[src/rtl/vna_pkg.sv]
// vna_pkg: shared types and constants for the vertex normal accumulator.
// Used by vna_norm and vertex_normal_accumulator_top.
package vna_pkg;

   localparam int DEF_MAX_VERTICES = 64;

   localparam logic [1:0] REQ_LOAD   = 2'd0;
   localparam logic [1:0] REQ_TRI    = 2'd1;
   localparam logic [1:0] REQ_FINISH = 2'd2;

   typedef struct packed {
      logic [1:0]         req_type;
      logic [5:0]         vertex_index;
      logic signed [15:0] coord_x;
      logic signed [15:0] coord_y;
      logic signed [15:0] coord_z;
      logic [5:0]         corner_a;
      logic [5:0]         corner_b;
      logic [5:0]         corner_c;
   } req_type_type;

   typedef struct packed {
      logic [5:0]         out_vertex;
      logic signed [15:0] normal_x;
      logic signed [15:0] normal_y;
      logic signed [15:0] normal_z;
      logic               degenerate;
      logic               last;
   } rsp_type;

endpackage

[src/rtl/vna_norm.sv]
// vna_norm: scales one accumulated 48-bit vector to a Q1.14 unit normal.
// Depends on vna_pkg. Multi-cycle: shift, squares, bit-serial root, serial divides.
module vna_norm
   import vna_pkg::*;
(
   input  logic        clock,
   input  logic        reset,
   input  logic        start,
   input  logic [47:0] sum_x,
   input  logic [47:0] sum_y,
   input  logic [47:0] sum_z,
   output logic        done,
   output logic [15:0] nx,
   output logic [15:0] ny,
   output logic [15:0] nz,
   output logic        degen
);

   localparam logic [2:0] S_IDLE = 3'd0;
   localparam logic [2:0] S_SHIFT = 3'd1;
   localparam logic [2:0] S_SQ = 3'd2;
   localparam logic [2:0] S_ROOT = 3'd3;
   localparam logic [2:0] S_DIV = 3'd4;
   localparam logic [2:0] S_DONE = 3'd5;

   logic [2:0]  state_ff, state_in;
   logic [2:0]  sgn_ff, sgn_in;
   logic [47:0] m_ff [3];
   logic [47:0] m_in [3];
   logic [63:0] sq_ff, sq_in;
   logic [1:0]  sqi_ff, sqi_in;
   logic [63:0] rem_ff, rem_in;
   logic [31:0] root_ff, root_in;
   logic [5:0]  cnt_ff, cnt_in;
   logic [1:0]  di_ff, di_in;
   logic [45:0] num_ff, num_in;
   logic [31:0] dr_ff, dr_in;
   logic [45:0] q_ff, q_in;
   logic [15:0] o_ff [3];
   logic [15:0] o_in [3];
   logic        degen_ff, degen_in;

   logic [47:0] big;
   logic [47:0] ab [3];
   logic [65:0] trial;
   logic [32:0] dtrial;
   logic [15:0] qs;
   logic [29:0] sq_op;
   logic [59:0] sq_prod;

   always_comb begin
      big = m_ff[0];
      if (m_ff[1] > big) big = m_ff[1];
      if (m_ff[2] > big) big = m_ff[2];
      ab[0] = sum_x[47] ? (~sum_x + 48'd1) : sum_x;
      ab[1] = sum_y[47] ? (~sum_y + 48'd1) : sum_y;
      ab[2] = sum_z[47] ? (~sum_z + 48'd1) : sum_z;
      sq_op = m_ff[sqi_ff][29:0];
      sq_prod = sq_op * sq_op;
   end

   always_comb begin
      state_in = state_ff; sgn_in = sgn_ff; m_in = m_ff; sq_in = sq_ff; sqi_in = sqi_ff;
      rem_in = rem_ff; root_in = root_ff; cnt_in = cnt_ff; di_in = di_ff; num_in = num_ff;
      dr_in = dr_ff; q_in = q_ff; o_in = o_ff; degen_in = degen_ff;
      trial = '0; dtrial = '0; qs = '0;
      unique case (state_ff)
         S_IDLE: begin
            if (start) begin
               m_in = ab;
               sgn_in = {sum_z[47], sum_y[47], sum_x[47]};
               degen_in = 1'b0;
               state_in = S_SHIFT;
            end
         end
         S_SHIFT: begin
            // one bit per cycle toward [2^29, 2^30)
            if (big == '0) begin
               degen_in = 1'b1;
               o_in[0] = '0; o_in[1] = '0; o_in[2] = '0;
               state_in = S_DONE;
            end else if (big >= 48'h4000_0000) begin
               for (int i = 0; i < 3; i++) m_in[i] = m_ff[i] >> 1;
            end else if (big < 48'h2000_0000) begin
               for (int i = 0; i < 3; i++) m_in[i] = m_ff[i] << 1;
            end else begin
               sq_in = '0; sqi_in = '0; state_in = S_SQ;
            end
         end
         S_SQ: begin
            sq_in = sq_ff + 64'(sq_prod);
            sqi_in = sqi_ff + 2'd1;
            if (sqi_ff == 2'd2) begin
               rem_in = '0; root_in = '0; cnt_in = 6'd32; state_in = S_ROOT;
            end
         end
         S_ROOT: begin
            // restoring root, two radicand bits per cycle
            trial = {rem_ff, sq_ff[63:62]} - {32'd0, root_ff, 2'b01};
            if (!trial[65]) begin
               rem_in = trial[63:0]; root_in = {root_ff[30:0], 1'b1};
            end else begin
               rem_in = {rem_ff[61:0], sq_ff[63:62]}; root_in = {root_ff[30:0], 1'b0};
            end
            sq_in = {sq_ff[61:0], 2'b00};
            cnt_in = cnt_ff - 6'd1;
            if (cnt_ff == 6'd1) begin
               di_in = '0; state_in = S_DIV;
               num_in = {m_ff[0][29:0], 14'd0} + 46'(root_in >> 1);
               dr_in = '0; q_in = '0; cnt_in = 6'd46;
            end
         end
         default: begin
            if (state_ff == S_DIV) begin
               dtrial = {dr_ff, num_ff[45]} - {1'b0, root_ff};
               if (!dtrial[32]) begin
                  dr_in = dtrial[31:0]; q_in = {q_ff[44:0], 1'b1};
               end else begin
                  dr_in = {dr_ff[30:0], num_ff[45]}; q_in = {q_ff[44:0], 1'b0};
               end
               num_in = {num_ff[44:0], 1'b0};
               cnt_in = cnt_ff - 6'd1;
               if (cnt_ff == 6'd1) begin
                  qs = (q_in > 46'd16384) ? 16'd16384 : q_in[15:0];
                  o_in[di_ff] = sgn_ff[di_ff] ? (~qs + 16'd1) : qs;
                  if (di_ff == 2'd2) state_in = S_DONE;
                  else begin
                     di_in = di_ff + 2'd1;
                     num_in = {m_ff[di_in][29:0], 14'd0} + 46'(root_ff >> 1);
                     dr_in = '0; q_in = '0; cnt_in = 6'd46;
                  end
               end
            end else begin
               state_in = S_IDLE;
            end
         end
      endcase
   end

   always_ff @(posedge clock) begin
      if (reset) state_ff <= S_IDLE;
      else state_ff <= state_in;
      sgn_ff <= sgn_in; m_ff <= m_in; sq_ff <= sq_in; sqi_ff <= sqi_in; rem_ff <= rem_in;
      root_ff <= root_in; cnt_ff <= cnt_in; di_ff <= di_in; num_ff <= num_in;
      dr_ff <= dr_in; q_ff <= q_in; o_ff <= o_in; degen_ff <= degen_in;
   end

   assign done = (state_ff == S_DONE);
   assign nx = o_ff[0];
   assign ny = o_ff[1];
   assign nz = o_ff[2];
   assign degen = degen_ff;

endmodule

[config.mk]
export PLATFORM = sky130hd
export DESIGN_NAME = vna_norm
export DESIGN_NICKNAME = d
export VERILOG_FILES = /design/src/rtl/vna_pkg.sv /design/src/rtl/vna_norm.sv
export SDC_FILE = /design/constraint.sdc
export NUM_CORES = 2
export LEC_CHECK = 0
export BUFFER_PORTS_ARGS = -buffer_cell sky130_fd_sc_hd__buf_4
export CAP_MARGIN = 30
export CORE_MARGIN = 2
export CORE_UTILIZATION = 59
export DETAILED_ROUTE_END_ITERATION = 6
export PLACE_DENSITY = 0.79
export SLEW_MARGIN = 25
export SYNTH_ARGS = -nofsm -noshare
export SYNTH_HDL_FRONTEND = slang
export SYNTH_SLANG_ARGS = --single-unit
[constraint.sdc]
create_clock -name clock -period 12.5 [get_ports clock]
set_input_delay 1.25 -clock clock [delete_from_list [all_inputs] [get_ports clock]]
set_output_delay 1.25 -clock clock [all_outputs]
set_load 0.01 [all_outputs]
== After elaboration in Yosys (flattened, before gate mapping) ==
Cells that the tools add are included.

* $add $sub $neg: 12
* $mul: 1
* Order comparisons: 10
* Eq/ne operators: 21
* Multiplexer cells: 85
* Bitwise operators: 10
* Reduce and logical (&&, ||, !) cells: 26

{| class="wikitable"
|+ Operators by type and width
! kind !! count
|-
| $mux 144 || 4
|-
| $mux 48 || 8
|-
| $mux 64 || 5
|-
| $pmux 144 s2 || 1
|-
| $mux 46 || 6
|-
| $mux 32 || 7
|-
| $bmux 48 s2 || 2
|-
| $pmux 64 s3 || 1
|-
| $mux 45 || 4
|-
| $add 48x1->48 const B || 3
|-
| $not 48->48 || 3
|-
| $pmux 32 s2 || 2
|-
| $pmux 64 s2 || 1
|-
| $mux 30 || 4
|-
| $gt 48x48->1 || 2
|-
| $pmux 48 s2 || 1
|-
| $pmux 46 s2 || 1
|-
| $add 44x31->45 || 2
|-
| $pmux 45 s2 || 1
|-
| $sub 66x34->66 || 1
|-
| $add 64x60->64 || 1
|-
| $mul 30x30->60 || 1
|-
| $bwmux 48 || 1
|-
| $ge 48x31->1 const B || 1
|-
| 45 further kinds || 102
|}

* Register bits after elaboration: 492
* Input bits: 147
* Output and inout bits: 50
* Logic and storage cells: 183

== Longest topological paths before layout ==
* Depth in word-level cells: 13
* Gate-level depth with buffers: 36
* Mapped depth without buffers: 32

== Worst setup path before layout ==
Ideal clock, no wire load.

* Kind: register to register
* Start: register m_ff[125] in the netlist's numbering
* End: register m_ff[0] in the netlist's numbering, enable pin
* Library setup time: 0.695 ns
* Arrival: 12.550 ns
* Data required time: 11.805 ns
* Setup slack: -0.745 ns
* Cell stages (with the launch flop): 26
* Path buffers: 6
* Clock period less this slack: 13.245 ns
* Cells stage by stage: edfxtp_1 -> clkbuf_1 -> inv_1 -> ha_1 -> nand4_1 -> nor3_1 -> o211ai_1 -> a21o_1 -> a41oi_1 -> o22a_1 -> clkbuf_1 -> clkbuf_1 -> clkbuf_1 -> a21oi_1 -> ha_1 -> a21o_1 -> a21o_1 -> a21oi_1 -> a21oi_1 -> a221o_1 -> o211ai_1 -> mux2i_1 -> clkbuf_1 -> clkbuf_1 -> nor2_1 -> a21oi_1

* Cells in the longest elaborated chain, start to end: 7
* Elaborated cells on any way between the ends: 10
* Classes of those cells: 4 x order compare; 2 x eq/ne; 2 x mux; 2 x reduce/logical

{| class="wikitable"
|+ RTL lines
! element !! line !! text
|-
| from (decl) || vna_norm.sv:28 || <nowiki>logic [47:0] m_ff [3];</nowiki>
|-
| from (signal assigned) || vna_norm.sv:143 || <nowiki>sgn_ff <= sgn_in; m_ff <= m_in; sq_ff <= sq_in; sqi_ff <= sqi_in; rem_ff <= rem_in;</nowiki>
|-
| $gt 48x48->1 || vna_norm.sv:53 || <nowiki>if (m_ff[1] > big) big = m_ff[1];</nowiki>
|-
| $mux 48 * || vna_norm.sv:53 ||
|-
| $gt 48x48->1 || vna_norm.sv:54 || <nowiki>if (m_ff[2] > big) big = m_ff[2];</nowiki>
|-
| $mux 48 * || vna_norm.sv:54 ||
|-
| $ge 48x31->1, or another cell as far along || vna_norm.sv:82 || <nowiki>end else if (big >= 48'h4000_0000) begin</nowiki>
|-
| $ne 3x3->1 (no line) / $ne 2x2->1 (equally long branches) || - ||
|-
| $reduce_and 4->1 (no line) * || - ||
|}

Mark *: on every way between the ends. The rest lies on a longest branch, timed or not.
A chain may end at the register's enable or synchronous reset.

== Final worst setup path ==
* Start: register sqi_ff[0]
* End: register sq_ff[63], data pin

* Cells in the longest elaborated chain, start to end: 7

{| class="wikitable"
|+ RTL lines
! element !! line !! text
|-
| from (decl) || vna_norm.sv:31 || <nowiki>logic [1:0] sqi_ff, sqi_in;</nowiki>
|-
| from (signal assigned) || vna_norm.sv:143 ||
|-
| $not 2->3 (not written as such) || vna_norm.sv:58 || <nowiki>sq_op = m_ff[sqi_ff][29:0];</nowiki>
|-
| $bmux 48 s2 || vna_norm.sv:58 ||
|-
| $mux 30 (not written as such) (2 in a row) || vna_norm.sv:58 ||
|-
| $mul 30x30->60 || vna_norm.sv:59 || <nowiki>sq_prod = sq_op * sq_op;</nowiki>
|-
| $add 64x60->64 || vna_norm.sv:91 || <nowiki>sq_in = sq_ff + 64'(sq_prod);</nowiki>
|-
| $pmux 64 s3 || vna_norm.sv:67 || <nowiki>unique case (state_ff)</nowiki>
|-
| via sq_in[63] || vna_norm.sv:30 || <nowiki>logic [63:0] sq_ff, sq_in;</nowiki>
|-
| to (signal assigned) || vna_norm.sv:143 ||
|-
| to (decl) || vna_norm.sv:30 ||
|}

The timed path passes the listed nets, and every way through them passes these cells. The select of a mux whose other input is x is not followed.

==> results by group <==
STA
  – Worst slew pin tran: 1.12 ns
  – Crit share post-route: 87.5%
  – Headroom to the max-slew limit: 24.6%
  – Pins over their slew limit: 0
  – RSZ-0062 raised after global routing: no
  – TNS Setup: 0 ns
  – Final Critical Period: 10.94 ns
  – Final setup margin: 1.56 ns
  – Achievable frequency: 91.4 MHz
  – Final setup fails: 0
  – Max Clock Skew: 0.0378 ns
  – Hold Vio Cnt, Final: 0

Die
  – Core footprint: 105000 sq um
  – Die Wd: 330 microns
  – IO Count: 197
  – Initial Util: 59.5%
  – Die Height: 330 microns
  – Row Count: 119
  – Die ar.: 109000 sq um

Synthesis
  – Post-Synthesis Cells: 6919
  – Post-synth ARST share: 0%
  – Mapped Area: 62700 sq um
  – Syn nets: 8286
  – #FFs+latches synth: 492
  – Yosys cell types: 82
  – Post-synthesis sequential area ratio: 23.5%
  – EDFF count, synth: 489
  – Yosys warns: 0
  – Avg Cell Area, Syn: 9.06 sq um
  – Primary FF master, synth: edfxtp_1

Detailed routing
  – Via density: 6.19
  – Initial drt markers: 5665
  – Routed Antenna Nets: 0
  – WL per Instance: 21.8 microns
  – Drt total wl: 183 mm
  – Drt drc: 0
  – Vias: 52000
  – DR pass1 iterations: 7

Placed design
  – Pre-CTS setup slack: 1.85 ns
  – Detailed placer's ending HPWL: 139 mm
  – PortBufs: 196
  – RePlAce Congestion: 1.01

Worst hold path
  – Worst hold-check path type: flop to flop
  – Hold depth: 1
  – Hold Crit Start: q_ff[38]

Critical path
  – CP startpoint kind: flop
  – Setup crit end kind: flop
  – Max stage delay on crit path: 0.96 ns
  – Crit. Startpoint: sqi_ff[0]
  – Setup CP Type: flop to flop
  – Slowest-stage cell, CP: o311ai_0
  – CP required: 12.92 ns
  – Crit Reg-Reg Startpoint: sqi_ff[0]
  – Worst Path Arrival: 11.36 ns
  – R2R cell count: 30
  – Crit-path max FO: 34

Clock network
  – Post-CTS Setup Bufs: 0
  – Clock sink total: 492
  – Resized cells post-CTS: 0
  – Num CTS Buffers: 57
  – Root buf cell: clkbuf_16
  – Cts hold-fix bufs: 0
  – Clock Tree Buf Depth: 3
  – CTS tree: yes
  – Clk slew on worst S/H paths: 0.08 ns
  – Total number of H-tree levels: 2
  – Clk_lat worst skew: 0.70 ns

Run
  – Max_cap viols: 0

Layout
  – Most frequent cells in the layout: inv_1 (1135), fa_1 (767), nor2_1 (693)
  – Nets: 8325
  – Area Overhead vs Synth: 7.77%
  – Layout cells sized above 1: 6.37%
  – Fill count: 8513
  – Commonest non-fill, non-tap cell in the layout: inv_1

Global routing
  – First-pass GRT wire length: 288 mm
  – Tot GR Track Use: 33.8%
  – Largest net degree at the start of global routing: 109
  – Number of global-route vias before repair: 52500
  – GR Overflow Total: 0
  – Antenna violations before repair: 3

Run status
  – Status: finished, final reports clean
[area by class of cell]
cell class              instances  area, sq um  share of cell area [%]
clock inverters                39          422                   0.624
multi-input cells            4975        42600                    63.1
diodes                          2         5.00                 0.00741
repair buffers                289         2220                    3.28
inverters                    1143         4290                    6.36
well taps                    1391         1740                    2.58
clock buffers                  69         1490                    2.21
flip-flops and latches        492        14700                    21.8
[path summary, 6_finish.rpt]
check	endpoint	slack (ns)
min	q_ff[39]	0.58
max	sq_ff[63]	1.56
max reg2reg	sq_ff[63]	1.56
min reg2reg	q_ff[39]	0.58
[registers in the layout, summed over array words and instances, names as in the netlist]
register,flops
m_ff,144
rem_ff,64
sq_ff,64
num_ff,46
q_ff,45
dr_ff,32
root_ff,32
nx,16
ny,16
nz,16
cnt_ff,6
sgn_ff,3
state_ff,3
di_ff,2
sqi_ff,2
degen,1
[cell families after synthesis]
logic type               after synthesis  synth area share [%]
AND/OR/NAND/NOR                     2058                  14.9
buffers and inverters               1452                  8.70
AO/OA/AOI/OAI                       1260                  12.9
adder cells (fa/ha/maj)             1220                  33.5
flip-flops                           492                  23.5
XOR/XNOR                             317                  4.43
multiplexers                         120                  1.93
[synthesized netlist by cell type (27+ instances only)]
cell	n	area [sq um]
a221oi_1	60	526
o21bai_1	28	210
edfxtp_1	489	14700
mux2i_1	111	1110
a21oi_1	380	1900
clkbuf_1	279	1050
and3_1	69	432
o21ai_0	230	1150
ha_1	453	5670
fa_1	767	15400
xnor2_1	183	1600
nand2b_1	46	288
a21o_1	114	856
o211ai_1	32	240
or3_1	48	300
nor2_1	696	2610
o31ai_1	59	443
a31oi_1	90	563
nand2_1	687	2580
inv_1	1135	4260
a211oi_1	63	473
xor2_1	134	1170
nand4_1	57	357
buf_1	28	105
or4_1	41	308
o21a_1	27	203
nand3_1	72	360
nor3_1	150	751
nor4_1	74	463
o41ai_1	32	280
[through the flow]
step,utilization [%],area [sq um],instances,hold WS (ns)
6_report,64.2,67500,8400,0.584
3_5_place_dp,62.3,65500,8287,0.568
2_1_floorplan,-,62700,6919,0.520
4_1_cts,64.1,67500,8395,0.585
3_3_place_gp,62.2,65500,8285,0.557
5_1_grt,64.1,67500,8398,0.610
[critical path: cells and delay by family (launching register included)]
kind | cells | cell delay [ns]
flops | 1 | 0.68
buf+inv | 9 | 1.51
fa+ha+maj | 9 | 4.24
simple gates | 4 | 0.92
mux | 1 | 0.14
compound gates | 7 | 3.13
[layer usage]
| metal | wire [microns] | GRT usage [%] | vias up |
|---|---|---|---|
| met5 | 0 | 0 | - |
| met4 | 10300 | 15.8 | 0 |
| met3 | 19600 | 7.78 | 639 |
| met2 | 84200 | 54.5 | 2755 |
| met1 | 69200 | 43.5 | 25200 |
| li1 | - | - | 23300 |
Power is not shown: default switching activity piles up to over one toggle a cycle in this logic, so the estimate is an artifact.
